### src/hw/rtl/rsa_pkg.sv
// Shared constants and types for the RSA private exponent block.
package rsa_pkg;
    localparam int PRIME_BITS_DEF = 18;
    localparam int IN_BITS = 18;
    localparam int KEY_BITS = 36;
    localparam int CNT_BITS = 6;

    typedef logic [KEY_BITS-1:0] key_t;

    typedef enum logic [2:0] {
        CMD_NONE,
        CMD_LOAD,
        CMD_MUL,
        CMD_DIV_START,
        CMD_DIV_STEP,
        CMD_EUCLID,
        CMD_FIX
    } cmd_code_t;

    typedef struct packed {
        cmd_code_t code;
    } dp_cmd_t;

    typedef struct packed {
        logic div_done;
        logic r1_zero;
        logic m_zero;
    } dp_status_t;
endpackage

### src/hw/rtl/rsa_ctrl.sv
// Controller: sequences load, products, divisions and Euclid steps.
module rsa_ctrl (
    input  logic                clk,
    input  logic                rst_n,
    input  logic                in_valid,
    output logic                in_ready,
    output logic                out_valid,
    input  logic                out_ready,
    input  rsa_pkg::dp_status_t status,
    output rsa_pkg::dp_cmd_t    cmd
);
    import rsa_pkg::*;

    typedef enum logic [3:0] {
        S_IDLE, S_MUL0, S_MUL1, S_CHK, S_DSTART, S_DSTEP, S_UPD,
        S_TEST, S_FIX0, S_FSTART, S_FSTEP, S_FIX1, S_DONE
    } state_t;

    state_t state_reg, state_next;
    cmd_code_t code;

    always_comb
    begin
        state_next = state_reg;
        code       = CMD_NONE;
        unique case (state_reg)
            S_IDLE:
            begin
                if (in_valid)
                begin
                    code       = CMD_LOAD;
                    state_next = S_MUL0;
                end
            end
            S_MUL0:
            begin
                code       = CMD_MUL;
                state_next = S_MUL1;
            end
            S_MUL1:
            begin
                code       = CMD_MUL;
                state_next = S_CHK;
            end
            S_CHK:
            begin
                if (status.m_zero)
                    state_next = S_FIX0;
                else
                    state_next = S_DSTART;
            end
            S_DSTART:
            begin
                code       = CMD_DIV_START;
                state_next = S_DSTEP;
            end
            S_DSTEP:
            begin
                code = CMD_DIV_STEP;
                if (status.div_done)
                begin
                    code       = CMD_EUCLID;
                    state_next = S_TEST;
                end
            end
            S_UPD:    state_next = S_TEST;
            S_TEST:
            begin
                if (status.r1_zero)
                    state_next = S_FIX0;
                else
                    state_next = S_DSTART;
            end
            S_FIX0:
            begin
                code       = CMD_FIX;
                state_next = S_FSTART;
            end
            S_FSTART:
            begin
                code       = CMD_DIV_START;
                state_next = S_FSTEP;
            end
            S_FSTEP:
            begin
                code = CMD_DIV_STEP;
                if (status.div_done)
                begin
                    code       = CMD_FIX;
                    state_next = S_DONE;
                end
            end
            S_FIX1:   state_next = S_DONE;
            S_DONE:
            begin
                if (out_ready)
                    state_next = S_IDLE;
            end
            default:  state_next = S_IDLE;
        endcase
    end

    always_ff @(posedge clk or negedge rst_n)
    begin
        if (!rst_n)
            state_reg <= S_IDLE;
        else
            state_reg <= state_next;
    end

    assign in_ready  = (state_reg == S_IDLE);
    assign out_valid = (state_reg == S_DONE);
    assign cmd.code  = code;
endmodule

### config.mk
export PLATFORM = sky130hd
export DESIGN_NAME = rsa_ctrl
export DESIGN_NICKNAME = d
export VERILOG_FILES = /design/src/hw/rtl/rsa_pkg.sv /design/src/hw/rtl/rsa_ctrl.sv
export SDC_FILE = /design/constraint.sdc
export NUM_CORES = 1
export LEC_CHECK = 0
export ABC_AREA = 1
export BUFFER_PORTS_ARGS = -buffer_cell sky130_fd_sc_hd__buf_2
export CORE_AREA = 5 5 42 44
export CTS_BUF_LIST = sky130_fd_sc_hd__clkbuf_4
export CTS_CLUSTER_DIAMETER = 30
export DETAILED_ROUTE_END_ITERATION = 7
export DIE_AREA = 0 0 47 49
export HOLD_SLACK_MARGIN = 0.15
export PLACE_DENSITY = 0.55
export SLEW_MARGIN = 40
export SYNTH_ARGS = -nofsm -noshare
export SYNTH_HDL_FRONTEND = slang
export SYNTH_SLANG_ARGS = --single-unit
### constraint.sdc
create_clock -name clk -period 2.9 [get_ports clk]
set_input_delay 0.29 -clock clk [delete_from_list [all_inputs] [get_ports clk]]
set_output_delay 0.29 -clock clk [all_outputs]
set_load 0.02 [all_outputs]
* After elaboration in Yosys (flattened, before gate mapping)
Index checks and enable logic that the tools add are counted.
** Operators by class
- Mux-type cells :: 11
- Equality and inequality tests :: 16
- Reduce and logical (&&, ||, !) cells :: 4
** Operators with widths (count)
- $pmux W4 S13 :: 1
- $mux W4 :: 6
- $eq A4 B4 Y1 const B :: 5
- $pmux W3 S6 :: 1
- $eq A4 B3 Y1 const B :: 4
- $eq A4 B2 Y1 const B :: 2
- $ne A2 B2 Y1 const B :: 3
- $eq A4 B1 Y1 const B :: 1
- $logic_not A4 Y1 :: 1
- $reduce_and A4 Y1 :: 1
- $reduce_or A2 Y1 :: 2
- $mux W1 :: 2
- $mux W2 :: 1
- $ne A2 B1 Y1 const B :: 1
** Storage, ports and cells
- Register bits :: 4
- Logic and storage cells :: 32

* Depth between registers and ports, before layout
- Depth in word-level cells :: 3
- Depth in mapped cells :: 7

* Worst setup path after synthesis
Ideal clock, no wire load.
- Kind :: reg2out
- From :: register state_reg[1]
- To :: output port cmd[0] (netlist name)
- Path slack :: 1.125 ns
- Stages on the path, launching flop included :: 6
- Data arrival time :: 1.485 ns
- Buffers on the path :: 0
- Required time :: 2.610 ns
- Cells stage by stage :: dfrtp_1 nor2_4 inv_2 nor3_1 nand2_1 o211ai_1
** RTL lines
- from (decl) :: RTL line rsa_ctrl.sv:19 : state_t state_reg, state_next;
- from (signal assigned) :: RTL line rsa_ctrl.sv:108 : state_reg <= state_next;
- to (decl) :: RTL line rsa_ctrl.sv:10 : output rsa_pkg::dp_cmd_t cmd

==> impl_metrics.env <==
export IMPL_grt_pass1_wl_um=1759
export IMPL_internal_power_uw=246.0
export IMPL_fmax_ghz=0.5614
export IMPL_synth_most_common_cell="nand2_1"
export IMPL_p_sw_share_pct=54.59
export IMPL_min_period_over_period_pct=61.42
export IMPL_vias=447
export IMPL_hold_path_class="primary input to asynchronous set/reset pin"
export IMPL_async_flop_share_pct=100.0
export IMPL_grt_max_degree=7
export IMPL_root_buffer="clkbuf_4"
export IMPL_clock_sinks=4
export IMPL_htree_levels=1
export IMPL_drt_first_iter_violations=7
export IMPL_ys_flop_type="dfrtp_1"
export IMPL_cp_arrival_ns=1.49
export IMPL_die_y_um=49
export IMPL_synth_adder_area_share_pct=0
export IMPL_yosysWarnings=0
export IMPL_layout_setup_ws_ns=1.119
export IMPL_power_density_mw_per_mm2=1088
export IMPL_fin_nets=85
export IMPL_outcome="finished, final reports clean"
export IMPL_cts_tree="done"
export IMPL_wl_per_cell_um=10.72
export IMPL_hold_buffers=1
export IMPL_rrSetupSlack_ns=1.62
export IMPL_hold_viol_final=0
export IMPL_syn2layout_area_growth_pct=27.56
export IMPL_die_w_um=47
export IMPL_largest_reg_flops=4
export IMPL_gp_congestion=0.8213
export IMPL_cts_made_buffers=3
export IMPL_synth_seq_cells=4
export IMPL_cts_resized=0
export IMPL_placement_io_buffers=11
export IMPL_syn_cell_area_um2=390.4
export IMPL_yosys_area_share_simple_pct=54.81
export IMPL_avgViaCountPerCell=4.859
export IMPL_drc=0
export IMPL_netlist_area_leader_share_pct=25.64
export IMPL_clk_pin_slew_worst_paths_ns=0.04
export IMPL_gr_total_overflow=0
export IMPL_synth_edf_count=0
export IMPL_skew_ns=0.005022
export IMPL_tns_ns=0
export IMPL_antennaDiodeCount=0
export IMPL_comb_power_share_pct=64.9
export IMPL_placement_rows=14
export IMPL_synth_common_cells="nand2_1 (15), inv_1 (8), nand3_1 (8)"
export IMPL_worstPathMaxFanout=6
export IMPL_r2r_end="state_reg[1]"
export IMPL_grt_usage_pct=10.79
export IMPL_cts_setup_buffers=0
export IMPL_synth_top_family_by_area="simple AND/OR/NAND/NOR gates"
export IMPL_synth_top_cells_by_area="dfrtp_1 (26%), nand2_1 (14%), nand3_1 (10%)"
export IMPL_critPathCaptureType="output port"
export IMPL_seq_power_share_pct=22.5
export IMPL_relSlewSlack_pct=79.15
export IMPL_firstDrtPassIters=4
export IMPL_grt_setup_unrepaired="false"
export IMPL_clk_latency_ns=0.23
export IMPL_dp_final_hpwl_um=851.6
export IMPL_dp_slack_ns=1.344
export IMPL_ys_types=18
export IMPL_max_cap_violations=0
export IMPL_routed_wl_um=986
export IMPL_p_clk_share_pct=12.5
export IMPL_synth_compound_area_share_pct=9.936
export IMPL_drv_slew=0
export IMPL_cp_startpoint="state_reg[1]"
export IMPL_worstReg2RegStart="state_reg[3]"
export IMPL_drtAntennaViolNets=0
export IMPL_die_area_mm2=0.002303
export IMPL_synth_fp_nets=68
export IMPL_final_util_pct=35.54
export IMPL_antenna_found_initial=0
export IMPL_rr_worst_depth=6
export IMPL_path_class="register to output port"
export IMPL_final_cells=92
export IMPL_seq_area_frac_synth_pct=25.64
export IMPL_period_needed_ns=1.781
export IMPL_synth_top_area_cell="dfrtp_1"
export IMPL_leakagePower_nw=0.2682
export IMPL_nFillCells=161
export IMPL_p_sw_uw=295.8
export IMPL_placedCellCount=88
export IMPL_setup_violations=0
export IMPL_crit_end="cmd[0]"
export IMPL_ir_drop_v=0.0003443
export IMPL_layout_drive_gt1_share_pct=32.89
export IMPL_synth_area_mux_share_pct=0
export IMPL_worstMarginPinSlew_ns=0.3115
export IMPL_initial_utilization_pct=27.86
export IMPL_worst_setup_path_start_kind="register"
export IMPL_synth_xor_area_share_pct=0
export IMPL_core_area_mm2=0.001401
export IMPL_whs_ns=0.3944
export IMPL_avgSynthCellArea_um2=6.400
export IMPL_synthCells=61
export IMPL_grt_pass1_vias=429
export IMPL_critPathRequiredTime_ns=2.61
export IMPL_ios=12
export IMPL_clockBufferDepth=2
[metrics by stage]
stage | instance area [um2] | power, mW
6_report | 498.0 | 0.5419
5_1_grt | 498.0 | 0.6068
4_1_cts | 498.0 | 0.5503
3_5_place_dp | 465.4 | 0.4767
3_3_place_gp | 465.4 | 0.4761
2_1_floorplan | 390.4 | 0.3810
[cell usage in the layout, fill, tap and decap left out]
cell type / instances
nand2_1: 15
buf_2: 11
inv_1: 8
nand3_1: 8
nor2_1: 4
dfrtp_1: 4
nor2_2: 3
nand3b_1: 3
clkbuf_4: 3
inv_2: 2
nand4_1: 2
nand2_2: 2
nand3_2: 2
o21ai_0: 2
nor2_4: 1
nor3_1: 1
a22oi_1: 1
o211ai_1: 1
o21ai_1: 1
o21ai_2: 1
dlygate4sd3_1: 1
[power by group through the flow]
stage	clock, mW	combinational [mW]	sequential (mW)
after floorplan	0	0.266	0.115
after global placement	0	0.354	0.122
after detailed placement	0	0.355	0.122
after CTS	0.0723	0.357	0.121
after global routing	0.0801	0.400	0.126
final	0.0679	0.352	0.122
[cell families (layout without fill, tap and decap cells)]
kind of cell           Yosys count  count (layout)
flip-flops                       4               4
buffers and inverters           10              25
AO/OA/AOI/OAI                    6               6
AND/OR/NAND/NOR                 41              41
[per-layer routing]
metal	vias up	wire length, um	GRT usage [%]
li1	234	-	-
met1	195	416	13.25
met2	14	460	14.71
met3	4	77	2.952
met4	0	31	9.217
met5	-	0	0
[area by class of cell]
cell class	count	area (um2)	share of cell area [%]
Timing Repair Buffer	12	65.06	13.07
Clock buffer	3	22.52	4.523
Sequential cell	4	100.1	20.10
Inverter	10	37.54	7.538
Tap cell	16	20.02	4.020
Multi-Input combinational cell	47	252.7	50.75
[how the worst min path moves through the flow]
stage	startpoint	end	cells past startpoint
after floorplan	rst_n	state_reg[0]	0
after CTS	rst_n	state_reg[2]	2
after detailed placement	rst_n	state_reg[2]	1
after global routing	rst_n	state_reg[2]	2
final	rst_n	state_reg[2]	2
after global placement	rst_n	state_reg[2]	1
[worst max-delay path: stages, from the launching register on]
cell	delay (ns)
dfrtp_1	0.44
nor2_4	0.19
inv_2	0.06
nor3_1	0.19
nand2_1	0.09
o211ai_1	0.09
buf_2	0.18
Note: power is estimated with default switching activity, not from simulation.
